==> src/hw/rtl/modexp_pkg.sv <==
// ----------------------------------------------------------------------------
// Modular exponentiation package
// Shared widths, sequencer states and status types for the modular
// exponentiation block and its modular multiplier.
// ----------------------------------------------------------------------------
package modexp_pkg;

    localparam int WIDTH     = 64;
    localparam int CNT_W     = $clog2(WIDTH);
    localparam int FIELD_W   = 64;
    localparam int IN_DATA_W = 3 * FIELD_W;

    typedef enum logic [2:0] {
        ST_IDLE,
        ST_REDUCE,
        ST_SQUARE,
        ST_MULT,
        ST_DONE
    } modexp_state_t;

    typedef struct packed {
        logic busy;
        logic done;
    } mm_status_t;

endpackage

==> src/hw/rtl/modular_exponentiation.sv <==
// ----------------------------------------------------------------------------
// Modular exponentiation
// Computes base^exponent mod modulus by left-to-right square-and-multiply on
// one shared bit-serial modular multiplier.
// ----------------------------------------------------------------------------
// The run time is set by the multiplier, which takes one step per operand bit
// plus one handoff per product (base reduction, one square per exponent bit,
// one multiply per set bit). A zero modulus skips the multiplier and goes
// straight to the done state. One item is in flight at a time, so a new input
// transaction is taken only after the last result is loaded into the output
// register, which frees the input side. Reset is asynchronous.
module modular_exponentiation
    import modexp_pkg::*;
(
    input  logic                 clk,
    input  logic                 rst_n,
    input  logic                 s_axis_tvalid,
    output logic                 s_axis_tready,
    // Fields from bit 0: base_value, exponent_value, modulus_value.
    input  logic [IN_DATA_W-1:0] s_axis_tdata,
    output logic                 m_axis_tvalid,
    input  logic                 m_axis_tready,
    // Fields from bit 0: power_result.
    output logic [FIELD_W-1:0]   m_axis_tdata,
    // Fields from bit 0: zero_modulus_error.
    output logic                 m_axis_tuser
);

    modexp_state_t    state_reg;
    modexp_state_t    state_next;
    logic [WIDTH-1:0] exp_reg;
    logic [WIDTH-1:0] exp_next;
    logic [WIDTH-1:0] m_reg;
    logic [WIDTH-1:0] base_reg;
    logic [CNT_W-1:0] bitcnt_reg;
    logic [CNT_W-1:0] bitcnt_next;
    logic [WIDTH-1:0] result_reg;
    logic             err_reg;
    logic [WIDTH-1:0] out_data_reg;
    logic             out_err_reg;
    logic             out_valid_reg;

    logic [WIDTH-1:0] base_in;
    logic [WIDTH-1:0] exp_in;
    logic [WIDTH-1:0] m_in;
    logic [WIDTH-1:0] one_in;
    logic [WIDTH-1:0] one_reg;
    logic             accept;
    logic             out_free;
    logic             load_out;
    logic             finish;

    logic             mm_start;
    logic [WIDTH-1:0] mm_a;
    logic [WIDTH-1:0] mm_b;
    logic [WIDTH-1:0] mm_m;
    mm_status_t       mm_status;
    logic [WIDTH-1:0] mm_product;

    assign base_in  = s_axis_tdata[WIDTH-1:0];
    assign exp_in   = s_axis_tdata[FIELD_W+WIDTH-1:FIELD_W];
    assign m_in     = s_axis_tdata[2*FIELD_W+WIDTH-1:2*FIELD_W];
    assign one_in   = WIDTH'(m_in != WIDTH'(1));
    assign one_reg  = WIDTH'(m_reg != WIDTH'(1));
    assign accept   = s_axis_tvalid && s_axis_tready;
    assign out_free = !out_valid_reg || m_axis_tready;
    assign load_out = (state_reg == ST_DONE) && out_free;

    modexp_mulmod u_mulmod (
        .clk     (clk),
        .rst_n   (rst_n),
        .start   (mm_start),
        .op_a    (mm_a),
        .op_b    (mm_b),
        .op_m    (mm_m),
        .status  (mm_status),
        .product (mm_product)
    );

    always_comb
    begin
        state_next    = state_reg;
        exp_next      = exp_reg;
        bitcnt_next   = bitcnt_reg;
        mm_start      = 1'b0;
        mm_a          = mm_product;
        mm_b          = mm_product;
        mm_m          = m_reg;
        finish        = 1'b0;
        s_axis_tready = 1'b0;
        unique case (state_reg)
            ST_IDLE:
            begin
                s_axis_tready = 1'b1;
                if (s_axis_tvalid)
                begin
                    exp_next    = exp_in;
                    bitcnt_next = CNT_W'(WIDTH - 1);
                    if (m_in == '0)
                    begin
                        state_next = ST_DONE;
                    end
                    else
                    begin
                        // The base is reduced as (1 mod m) * base.
                        mm_start   = 1'b1;
                        mm_a       = one_in;
                        mm_b       = base_in;
                        mm_m       = m_in;
                        state_next = ST_REDUCE;
                    end
                end
            end
            ST_REDUCE:
            begin
                if (mm_status.done)
                begin
                    mm_start   = 1'b1;
                    mm_a       = one_reg;
                    mm_b       = one_reg;
                    state_next = ST_SQUARE;
                end
            end
            ST_SQUARE:
            begin
                if (mm_status.done)
                begin
                    if (exp_reg[WIDTH-1])
                    begin
                        mm_start   = 1'b1;
                        mm_b       = base_reg;
                        state_next = ST_MULT;
                    end
                    else if (bitcnt_reg == '0)
                    begin
                        finish     = 1'b1;
                        state_next = ST_DONE;
                    end
                    else
                    begin
                        mm_start    = 1'b1;
                        exp_next    = {exp_reg[WIDTH-2:0], 1'b0};
                        bitcnt_next = bitcnt_reg - CNT_W'(1);
                    end
                end
            end
            ST_MULT:
            begin
                if (mm_status.done)
                begin
                    if (bitcnt_reg == '0)
                    begin
                        finish     = 1'b1;
                        state_next = ST_DONE;
                    end
                    else
                    begin
                        mm_start    = 1'b1;
                        exp_next    = {exp_reg[WIDTH-2:0], 1'b0};
                        bitcnt_next = bitcnt_reg - CNT_W'(1);
                        state_next  = ST_SQUARE;
                    end
                end
            end
            ST_DONE:
            begin
                if (out_free)
                begin
                    state_next = ST_IDLE;
                end
            end
            default:
            begin
                state_next = ST_IDLE;
            end
        endcase
    end

    always_ff @(posedge clk or negedge rst_n)
    begin
        if (!rst_n)
        begin
            state_reg     <= ST_IDLE;
            out_valid_reg <= 1'b0;
        end
        else
        begin
            state_reg <= state_next;
            if (load_out)
            begin
                out_valid_reg <= 1'b1;
            end
            else if (m_axis_tready)
            begin
                out_valid_reg <= 1'b0;
            end
        end
    end

    always_ff @(posedge clk)
    begin
        exp_reg    <= exp_next;
        bitcnt_reg <= bitcnt_next;
        if (accept)
        begin
            m_reg      <= m_in;
            result_reg <= '0;
            err_reg    <= (m_in == '0);
        end
        if ((state_reg == ST_REDUCE) && mm_status.done)
        begin
            base_reg <= mm_product;
        end
        if (finish)
        begin
            result_reg <= mm_product;
        end
        if (load_out)
        begin
            out_data_reg <= result_reg;
            out_err_reg  <= err_reg;
        end
    end

    assign m_axis_tvalid = out_valid_reg;
    assign m_axis_tdata  = FIELD_W'(out_data_reg);
    assign m_axis_tuser  = out_err_reg;

    a_ready_unit_idle: assert property (@(posedge clk) disable iff (!rst_n)
        s_axis_tready |-> !mm_status.busy)
        else $error("Input accepted while the multiplier is busy.");

    a_done_in_wait: assert property (@(posedge clk) disable iff (!rst_n)
        mm_status.done |-> (state_reg == ST_REDUCE || state_reg == ST_SQUARE ||
                            state_reg == ST_MULT))
        else $error("Multiplier finished outside a waiting state.");

    a_done_not_busy: assert property (@(posedge clk) disable iff (!rst_n)
        mm_status.done |-> !mm_status.busy)
        else $error("Multiplier reports done while still busy.");

    a_error_result_zero: assert property (@(posedge clk) disable iff (!rst_n)
        (m_axis_tvalid && m_axis_tuser) |-> (m_axis_tdata == '0))
        else $error("Zero modulus transaction carries a nonzero result.");

endmodule

==> src/hw/rtl/modexp_mulmod.sv <==
// ----------------------------------------------------------------------------
// Bit-serial modular multiplier
// Forms (a * b) mod m by double-and-add, one multiplier bit per cycle from
// the most significant down; requires a < m and m nonzero.
// ----------------------------------------------------------------------------
module modexp_mulmod
    import modexp_pkg::*;
(
    input  logic             clk,
    input  logic             rst_n,
    input  logic             start,
    input  logic [WIDTH-1:0] op_a,
    input  logic [WIDTH-1:0] op_b,
    input  logic [WIDTH-1:0] op_m,
    output mm_status_t       status,
    output logic [WIDTH-1:0] product
);

    logic [WIDTH-1:0] acc_reg;
    logic [WIDTH-1:0] acc_next;
    logic [WIDTH-1:0] a_reg;
    logic [WIDTH-1:0] b_reg;
    logic [WIDTH-1:0] m_reg;
    logic [CNT_W-1:0] cnt_reg;
    logic             busy_reg;
    logic             done_reg;

    logic [WIDTH+1:0] sum_w;
    logic [WIDTH+1:0] m_ext;
    logic [WIDTH+1:0] m2_ext;
    logic [WIDTH+1:0] diff1;
    logic [WIDTH+1:0] diff2;
    logic [WIDTH-1:0] addend;

    // The partial sum 2*acc + a stays below 3*m, so at most 2*m comes off.
    always_comb
    begin
        addend = b_reg[WIDTH-1] ? a_reg : '0;
        sum_w  = {1'b0, acc_reg, 1'b0} + {2'b00, addend};
        m_ext  = {2'b00, m_reg};
        m2_ext = {1'b0, m_reg, 1'b0};
        diff1  = sum_w - m_ext;
        diff2  = sum_w - m2_ext;
        if (sum_w >= m2_ext)
        begin
            acc_next = diff2[WIDTH-1:0];
        end
        else if (sum_w >= m_ext)
        begin
            acc_next = diff1[WIDTH-1:0];
        end
        else
        begin
            acc_next = sum_w[WIDTH-1:0];
        end
    end

    always_ff @(posedge clk or negedge rst_n)
    begin
        if (!rst_n)
        begin
            busy_reg <= 1'b0;
            done_reg <= 1'b0;
            cnt_reg  <= '0;
        end
        else
        begin
            done_reg <= 1'b0;
            if (start && !busy_reg)
            begin
                busy_reg <= 1'b1;
                cnt_reg  <= CNT_W'(WIDTH - 1);
            end
            else if (busy_reg)
            begin
                cnt_reg <= cnt_reg - CNT_W'(1);
                if (cnt_reg == '0)
                begin
                    busy_reg <= 1'b0;
                    done_reg <= 1'b1;
                end
            end
        end
    end

    always_ff @(posedge clk)
    begin
        if (start && !busy_reg)
        begin
            acc_reg <= '0;
            a_reg   <= op_a;
            b_reg   <= op_b;
            m_reg   <= op_m;
        end
        else if (busy_reg)
        begin
            acc_reg <= acc_next;
            b_reg   <= {b_reg[WIDTH-2:0], 1'b0};
        end
    end

    assign status.busy = busy_reg;
    assign status.done = done_reg;
    assign product     = acc_reg;

endmodule
==> config.mk <==
export PLATFORM = sky130hd
export DESIGN_NAME = modular_exponentiation
export DESIGN_NICKNAME = d
export VERILOG_FILES = /design/src/hw/rtl/modexp_pkg.sv /design/src/hw/rtl/modular_exponentiation.sv /design/src/hw/rtl/modexp_mulmod.sv
export SDC_FILE = /design/constraint.sdc
export NUM_CORES = 1
export LEC_CHECK = 0
export BUFFER_PORTS_ARGS = -buffer_cell sky130_fd_sc_hd__buf_2
export CAP_MARGIN = 20
export CORE_MARGIN = 1
export CORE_UTILIZATION = 45
export CTS_CLUSTER_DIAMETER = 30
export DETAILED_ROUTE_END_ITERATION = 6
export SETUP_SLACK_MARGIN = 0.4
export SLEW_MARGIN = 25
export SYNTH_ARGS = -nofsm -noshare
export SYNTH_HDL_FRONTEND = slang
export SYNTH_SLANG_ARGS = --single-unit
export TNS_END_PERCENT = 50
==> constraint.sdc <==
create_clock -name clk -period 10.9 [get_ports clk]
set_input_delay 1.09 -clock clk [delete_from_list [all_inputs] [get_ports clk]]
set_output_delay 1.09 -clock clk [all_outputs]
set_load 0.02 [all_outputs]
Yosys cells after proc, flatten, opt, wreduce, memory -nomap -nowiden
Cells that the tools add are included.
- add/subtract/negate cells: 5
- magnitude comparators: 2
- equal/unequal tests: 15
- multiplexer cells: 66
- reduce and logical (&&, ||, !) cells: 19
- operators by type and width (operator ; number):
    $mux W64 ; 23
    $pmux W64 S3 ; 2
    $ne A64 B1 Y1 const B ; 2
    $pmux W64 S2 ; 1
    $sub A64 B64 Y64 ; 2
    $add A65 B64 Y66 ; 1
    $ge A66 B64 Y1 ; 1
    $ge A66 B65 Y1 ; 1
    $logic_not A64 Y1 ; 1
    $mux W6 ; 7
    $mux W3 ; 9
    $mux W1 ; 20
    $pmux W6 S3 ; 1
    $pmux W3 S5 ; 1
    $logic_not A6 Y1 ; 2
    $sub A6 B1 Y6 const B ; 2
    $ne A2 B2 Y1 const B ; 5
    $reduce_and A5 Y1 ; 2
    $reduce_and A7 Y1 ; 1
    $eq A3 B2 Y1 const B ; 2
    $ne A2 B1 Y1 const B ; 3
    $reduce_and A6 Y1 ; 1
    $reduce_bool A2 Y1 ; 3
    $logic_and A1 B1 Y1 ; 4
    other kinds (9) ; 10
- register bits after elaboration: 596
- input bits: 196
- output and inout bits: 67
- word-level logic and storage cells: 125

Depth between registers and ports, before layout
Gate-level depths: netlist of run 1.
- depth after elaboration: 7
- mapped depth: 31
- gate-level depth less buffers: 26

By module
Synthesis of run 1 repeated with hierarchy kept, for this count alone.
- cell total of the unflattened synthesis: 3524
- area, all modules: 37358.3 um2
- modules (own cells, without submodules) (module ; instances ; cells each ; area each (um2) ; seq. area each (um2)):
    modexp_mulmod ; 1 ; 2440 ; 21904.8 ; 7247.0
    modular_exponentiation ; 1 ; 1084 ; 15453.6 ; 9949.5

Worst setup path after synthesis of run 1
No wires, ideal clock.
- path kind: input to register
- start point: input s_axis_tvalid
- end point: register exp_reg[0], enable pin
- library setup time: 578 ps
- arrival: 7660 ps
- required time: 10322 ps
- setup slack: 2662 ps
- cell stages on the path: 3
- path buffers: 0
- path through: and2_1 > a21oi_1 > a211oi_1
- longest elaborated chain between the ends: 2
- ends and longest elaborated chain (element ; RTL line ; source):
    from (decl) ; modular_exponentiation.sv:17 ; input logic s_axis_tvalid,
    $ne A2 B2 Y1 (no source line) ; -- ;
    $reduce_and A7 Y1 (no source line) ; -- ;
    to (signal assigned) ; modular_exponentiation.sv:202 ; exp_reg <= exp_next;
    to (decl) ; modular_exponentiation.sv:31 ; logic [WIDTH-1:0] exp_reg;
No other way between the ends.
A chain may end at the register's enable or synchronous reset.

Final worst setup path of run 1
- start point: register u_mulmod.b_reg[63]
- end point: register u_mulmod.acc_reg[55], in the netlist u_mulmod.product[55]
- longest elaborated chain between the ends: 5
- elaborated cells on any way between the ends: 8
- classes of those cells: add/sub: 3; order compare: 2; mux: 3
- ends and longest elaborated chain (element ; RTL line ; source):
    from (decl) ; modexp_mulmod.sv:22 ; logic [WIDTH-1:0] b_reg;
    from (signal assigned) ; modexp_mulmod.sv:92 ; b_reg <= op_b;
    from (signal assigned) ; modexp_mulmod.sv:98 ; b_reg <= {b_reg[WIDTH-2:0], 1'b0};
    $mux W64 (*) ; modexp_mulmod.sv:38 ; addend = b_reg[WIDTH-1] ? a_reg : '0;
    $add A65 B64 Y66 (*) ; modexp_mulmod.sv:39 ; sum_w = {1'b0, acc_reg, 1'b0} + {2'b00, addend};
    $sub A64 B64 Y64 or $ge A66 B64 Y1 (tied branches) ; modexp_mulmod.sv:42, modexp_mulmod.sv:48 ;
    $mux W64 ; modexp_mulmod.sv:48 ; else if (sum_w >= m_ext)
    $mux W64 (*) ; modexp_mulmod.sv:44 ; if (sum_w >= m2_ext)
    to (signal assigned) ; modexp_mulmod.sv:97 ; acc_reg <= acc_next;
    to (decl) ; modexp_mulmod.sv:19 ; logic [WIDTH-1:0] acc_reg;
Mark *: on every way between the ends. The rest lies on a longest branch, timed or not.

==> results.ini, run 1 <==
[layout]
finish.utilization_pct = 53.7
drive_above_1_share_pct = 18.0
nets = 4048
syn_to_final_growth_pct = 17.6

[global_routing]
grt_util_all_layers_pct = 26.5
antenna_found_initial = 3
grt_pass1_vias = 27600
grt_pass1_wl_um = 167000
grt_max_degree = 191
grt_overflow = 0

[sta]
hold_viol = 0
tightest_slew_ns = 1.07
final.setup_skew_ns = 0.0544
post-route-min-period_ns = 8.23
hold-worst-slack_ns = 0.297
finalMaxSlewViolations = 0
timing.max_slew.rel_slack_pct = 28.1
setup_tns_ns = 0
setup_viol = 0
rsz0062_at_grt = no
max_freq_mhz = 122
timing.final.crit_share_pct = 75.5

[clock_tree]
cts.sinks = 596
insertion_delay_ns = 0.70
cts_max_level = 3
clk_path_buf_depth = 3
cts_resized = 0
cts_tree = done
clock-root-buffer = clkbuf_16
postCtsSetupBuffers = 0
clk_pin_slew_worst_paths_ns = 0.05
cts.hold.buffers_added = 0
numCtsBuffers = 120

[worst_setup_path]
worstReg2RegStart = u_mulmod.b_reg[63]$_DFFE_PP_
critical_path_depth = 26
path_buf_inv = 2
worst_r2r_endpoint = u_mulmod.product[55]$_SDFFE_PP0P_
cp-endpoint = u_mulmod.product[55]$_SDFFE_PP0P_
critPathMaxStageDelay_ns = 0.78
reg2reg_slack_ns = 2.67
cp.required_ns = 11.46
slowest_stage = a2111oi_1
crit_start = u_mulmod.b_reg[63]$_DFFE_PP_
crit_top_cell = nor2_1
cp-start-kind = register
reg2regPathDepth = 26
arrival_ns = 8.79
crit_path_max_fanout = 64
critPathKind = reg2reg
critPathCaptureType = register
path_delay_family = compound AO/OA/AOI/OAI gates

[synthesis]
synth_edf_count = 520
ys_warn_count = 0
synth_cell_types = 95
syn-cell-area_um2 = 36200
yosys_register_bits = 596
postSynth.asyncResetShare_pct = 2.01
synth.yosys.seq_area_share_pct = 47.5
syn_nets = 3815
synth_cells = 3422
synth_area_per_cell_um2 = 10.6
synthFlopType = edfxtp_1

[routing]
viasPerCell = 5.97
drt_pass1_iterations = 6
drt-initial-drc-count = 2838
post-route-drc-count = 0
routed_wl_um = 111000
wl_per_cell_um = 23.0
ant_nets = 0
num_vias = 28700

[place]
routabilityCongestion = 0.980
io_buffers = 262
dp_hpwl_um = 82900

[floorplanning]
fp.dieArea_um2 = 81600
initial_utilization_pct = 45.7
fp.dieW_um = 286
core-area_um2 = 79300
fp.dieH_um = 286
io_pins = 263
rows = 103

[run]
cap_violations = 0

[power]
power.density_nw_per_um2 = 146
ir_worst_vdd_uv = 130
power.leakage_nw = 16.5

[run_status]
outcome = finished, final reports clean

[min_path]
hold_class = in2async

==> final cells by class <==
cell class | count | area, um^2
well taps | 1050 | 1310
fillers | 7087 | 36700
inverters | 144 | 541
multi-input cells | 2503 | 17800
clock buffers | 132 | 3080
flip-flops and latches | 596 | 17200
repair buffers | 290 | 1530
clock inverters | 94 | 1100
diodes | 1 | 2.50
==> synthesized netlist by cell type, types with 10 or more instances <==
library cell | instances | share of area [%]
and3_1 | 29 | 0.50
a211oi_1 | 23 | 0.48
and2_1 | 143 | 2.5
o21a_1 | 23 | 0.48
nor2b_1 | 78 | 1.3
clkbuf_1 | 147 | 1.5
xor2_1 | 72 | 1.7
o221ai_1 | 23 | 0.56
nand2b_1 | 20 | 0.35
o211ai_1 | 30 | 0.62
a211o_1 | 10 | 0.24
edfxtp_1 | 520 | 43
a22o_1 | 65 | 1.6
a31oi_1 | 26 | 0.45
dfrtp_1 | 12 | 0.83
mux2i_1 | 49 | 1.4
nand3_1 | 48 | 0.66
nor2_1 | 190 | 2.0
a21o_1 | 79 | 1.6
o21ai_1 | 31 | 0.43
a2bb2oi_1 | 25 | 0.60
ha_1 | 194 | 6.7
a21oi_1 | 304 | 4.2
nor3_1 | 48 | 0.66
nand4_1 | 59 | 1.0
dfxtp_1 | 64 | 3.5
a222oi_1 | 63 | 1.7
mux2_2 | 127 | 4.0
inv_1 | 144 | 1.5
xnor2_1 | 115 | 2.8
o21bai_1 | 42 | 0.87
o31ai_1 | 11 | 0.23
or3_1 | 17 | 0.29
buf_2 | 20 | 0.28
o21ai_0 | 143 | 2.0
nand2_1 | 210 | 2.2
a21boi_0 | 14 | 0.29
nor4_1 | 48 | 0.83
==> stage by stage <==
stage / total power [mW] / cell area, um^2 / setup WS, ns / std cells
6_report: 6.22 / 42600 / 2.67 / 4810
5_1_grt: 6.40 / 42600 / 1.97 / 4809
4_1_cts: 6.28 / 42600 / 2.75 / 4809
3_5_place_dp: 2.55 / 38400 / 2.79 / 4583
3_3_place_gp: 2.55 / 38400 / 2.93 / 4583
2_1_floorplan: 2.50 / 36200 / 2.66 / 3422
==> layout by cell type, fill, tap and decap left out, types with 78 or more instances in the layout <==
cell	n
buf_2	262
nor2_1	187
o21ai_0	143
nor2b_1	78
a21o_1	78
edfxtp_1	520
mux2_2	127
ha_1	194
clkbuf_16	121
inv_1	143
xnor2_1	115
nand2_1	207
and2_1	141
a21oi_1	304
==> power by group <==
| group | total (mW) | internal, mW | leakage [nW] | switching, mW |
|---|---|---|---|---|
| clock | 3.72 | 2.42 | 2.00 | 1.30 |
| sequential | 2.45 | 2.45 | 5.18 | 0.00000000000000000723 |
| combinational | 0.0519 | 0.0265 | 9.37 | 0.0254 |
==> how the worst min path moves through the flow <==
stage / slack (ns) / to / cells past startpoint
4_1_cts: 0.27 / state_reg[2]$_DFFE_PN0P_ / 1
3_5_place_dp: 0.40 / m_axis_tdata[23]$_DFFE_PP_ / 0
2_1_floorplan: 0.40 / m_axis_tdata[0]$_DFFE_PP_ / 0
3_3_place_gp: 0.40 / m_axis_tdata[26]$_DFFE_PP_ / 0
5_1_grt: 0.30 / state_reg[2]$_DFFE_PN0P_ / 1
6_report: 0.30 / m_axis_tvalid$_DFFE_PN0P_ / 1
==> cell families (layout without fill, tap and decap cells) <==
kind of cell / count (synthesis) / count (layout) / share of synthesized area, %
compound gates: 1009 / 1009 / 19.0
xor+xnor: 187 / 187 / 4.53
fa+ha+maj: 197 / 197 / 6.87
buf+inv: 323 / 660 / 3.56
flops: 596 / 596 / 47.5
mux: 176 / 176 / 5.31
other cells: 0 / 1 / 0
simple gates: 934 / 934 / 13.3
==> per-layer routing <==
metal	wire length (um)	up-vias	GRT usage [%]	share of wire [%]
met4	2100	0	6.19	1.9
met3	7980	144	4.63	7.2
met5	0	-	0	0
met1	53700	13900	40.8	49
met2	46800	1056	38.5	42
li1	-	13600	-	-
No activity file was read; power rests on OpenSTA's default activity.
==> run 2, diff against run 1 <==
==> constraint.sdc (replaced) <==
create_clock -name clk -period 7.3 [get_ports clk]
set_input_delay 0.73 -clock clk [delete_from_list [all_inputs] [get_ports clk]]
set_output_delay 0.73 -clock clk [all_outputs]
set_load 0.02 [all_outputs]
==> results.ini, run 2 (synthesis results as in run 1) <==
[place]
routabilityCongestion = 0.979  ; -0.17%
dp_hpwl_um = 85300  ; +2.9%
dpl.cell_count = 4674  ; +2.0%
io_buffers = 262  ; unchanged

[sta]
final.setup_skew_ns = 0.0722  ; +0.0179 ns
max_freq_mhz = 148  ; +22%
setup_tns_ns = 0  ; unchanged
tightest_slew_ns = 1.08  ; +0.0138 ns
finalMaxSlewViolations = 0  ; unchanged
setup_viol = 0  ; unchanged
hold-worst-slack_ns = 0.188  ; -0.108 ns
timing.max_slew.rel_slack_pct = 27.4  ; -0.77 points
timing.final.crit_share_pct = 92.7  ; +17 points
post-route-min-period_ns = 6.77  ; -1.46 ns
hold_viol = 0  ; unchanged
rsz0062_at_grt = yes

[routing]
post-route-drc-count = 0  ; unchanged
drt-initial-drc-count = 3132  ; +10%
drt_pass1_iterations = 6  ; unchanged
ant_nets = 0  ; unchanged
routed_wl_um = 115000  ; +3.6%
wl_per_cell_um = 23.2  ; +1.1%
num_vias = 29500  ; +2.9%
viasPerCell = 5.99  ; +0.41%

[global_routing]
grt_pass1_wl_um = 170000  ; +1.7%
grt_max_degree = 191  ; unchanged
grt_util_all_layers_pct = 27.4  ; +0.84 points
grt_overflow = 0  ; unchanged
antenna_found_initial = 5  ; +2
grt_pass1_vias = 28300  ; +2.5%

[worst_setup_path]
reg2regPathDepth = 27  ; +3.8%
crit_path_max_fanout = 57  ; -11%
reg2reg_slack_ns = 0.53  ; -2.14 ns
crit_top_cell = buf_4
arrival_ns = 7.39  ; -1.40 ns
worstReg2RegStart = u_mulmod.b_reg[63]$_DFFE_PP_
cp-start-kind = register
critPathCaptureType = register
critPathMaxStageDelay_ns = 0.45  ; -0.33 ns
critPathKind = reg2reg
cp-endpoint = u_mulmod.product[59]$_SDFFE_PP0P_
cp.required_ns = 7.92  ; -3.54 ns
slowest_stage = ha_2
worst_r2r_endpoint = u_mulmod.product[59]$_SDFFE_PP0P_
crit_start = u_mulmod.b_reg[63]$_DFFE_PP_

[layout]
syn_to_final_growth_pct = 22.1
nets = 4160  ; +2.8%
drive_above_1_share_pct = 20.9  ; +2.9 points
final_common_cell = edfxtp_1
fillers = 6959  ; -1.8%
finish.utilization_pct = 55.8  ; +2.1 points
finalNonFillerCells = 4930  ; +2.5%
final_cell_mix = 520 x edfxtp_1, 303 x a21oi_1, 262 x buf_2

[power]
power.leakage_nw = 17.3  ; +4.7%
intPower_mw = 7.77  ; +59%
combPwrFrac_pct = 0.8  ; about the same
seq_power_share_pct = 37.1  ; -2.3 points
pwr-share-clk_pct = 62.1  ; +2.4 points
ir_worst_vdd_uv = 224  ; +73%
switching_share_pct = 21.3  ; about the same
power.density_nw_per_um2 = 223  ; +53%
p_sw_mw = 2.10  ; +59%
total_power_mw = 9.88  ; +59%

[floorplanning]
rows = 103  ; unchanged
fp.dieH_um = 286  ; unchanged
fp.dieW_um = 286  ; unchanged
fp.dieArea_um2 = 81600  ; unchanged
initial_utilization_pct = 45.7  ; unchanged
core-area_um2 = 79300  ; unchanged
io_pins = 263  ; unchanged

[run]
cap_violations = 0  ; unchanged

[clock_tree]
clk_path_buf_depth = 3  ; unchanged
numCtsBuffers = 132  ; +10%
clock-root-buffer = clkbuf_16
clk_pin_slew_worst_paths_ns = 0.05  ; about the same
cts_tree = done
insertion_delay_ns = 0.75  ; +0.05 ns
cts_max_level = 4  ; +1
cts.sinks = 596  ; unchanged

[min_path]
hold_depth = 1
hold_class = in2reg

[run_status]
outcome = finished, final reports clean

[run 2: cell count changes in the layout (fill, tap and decap cells not counted), moves of 8 or more]
cell	delta
xor2_2	+8
clkinv_16	+8
inv_6	-9
xnor2_2	+8
xor2_1	-8
clkbuf_1	+9
clkbuf_16	+11
buf_12	+8
buf_4	+91
xnor2_1	-9
[run 2: layer usage]
metal	wire length [um]	track usage [%]	vias to the layer above
met1	53500	41.3	14300
met3	9600	4.90	187
li1	-	-	13800
met4	2950	9.14	0
met5	0	0	-
met2	48500	39.3	1284
[run 2: worst min path at each step]
stage	startpoint	endpoint	slack (ns)
CTS	s_axis_tdata[185]	m_reg[57]$_DFFE_PP_	0.15
floorplan	result_reg[0]$_SDFFCE_PN0P_	m_axis_tdata[0]$_DFFE_PP_	0.40
detailed placement	result_reg[33]$_SDFFCE_PN0P_	m_axis_tdata[33]$_DFFE_PP_	0.40
global route	s_axis_tdata[185]	m_reg[57]$_DFFE_PP_	0.17
finish	s_axis_tdata[185]	m_reg[57]$_DFFE_PP_	0.19
global placement	result_reg[40]$_SDFFCE_PN0P_	m_axis_tdata[40]$_DFFE_PP_	0.40
[run 2: per-stage QoR]
stage	setup WS (ns)	instance area (um^2)
floorplan	1.20	36200
global placement	0.110	39200
detailed placement	0.0432	39200
CTS	0.422	44000
global route	0.336	44200
finish	0.533	44200
[run 2: cell type report]
class / count / area, um^2 / area share [%]
multi-input cells: 2503 / 18100 / 40.8
flip-flops and latches: 596 / 17200 / 38.9
repair buffers: 390 / 2390 / 5.40
inverters: 144 / 541 / 1.22
clock buffers: 156 / 3440 / 7.79
clock inverters: 88 / 1260 / 2.86
well taps: 1050 / 1310 / 2.97
diodes: 3 / 7.51 / 0.0170
[run 2: repair_timing]
item / CTS / global route
endpoints found under the hold margin: 12 / 0
endpoints found under the setup margin: 64 / 64
hold buffers: 1 / 0
setup buffers: 3 / 5
pin swaps: 1 / 4
resized for setup: 12 / 35
[run 2: critical path, delay by kind of cell (launching register included)]
kind / cells / cell delay [ns]
fa+ha+maj: 2 / 0.73
compound gates: 9 / 2.23
xor+xnor: 1 / 0.21
buf+inv: 5 / 0.85
flops: 1 / 0.42
simple gates: 10 / 2.11
[run 2: power groups by stage]
stage,combinational [mW],sequential [mW],clock (mW)
after floorplan,0.00349,3.73,0
after global placement,0.0772,3.73,0
after detailed placement,0.0777,3.73,0
after CTS,0.0790,3.67,6.23
after global routing,0.0840,3.66,6.40
final,0.0782,3.67,6.13
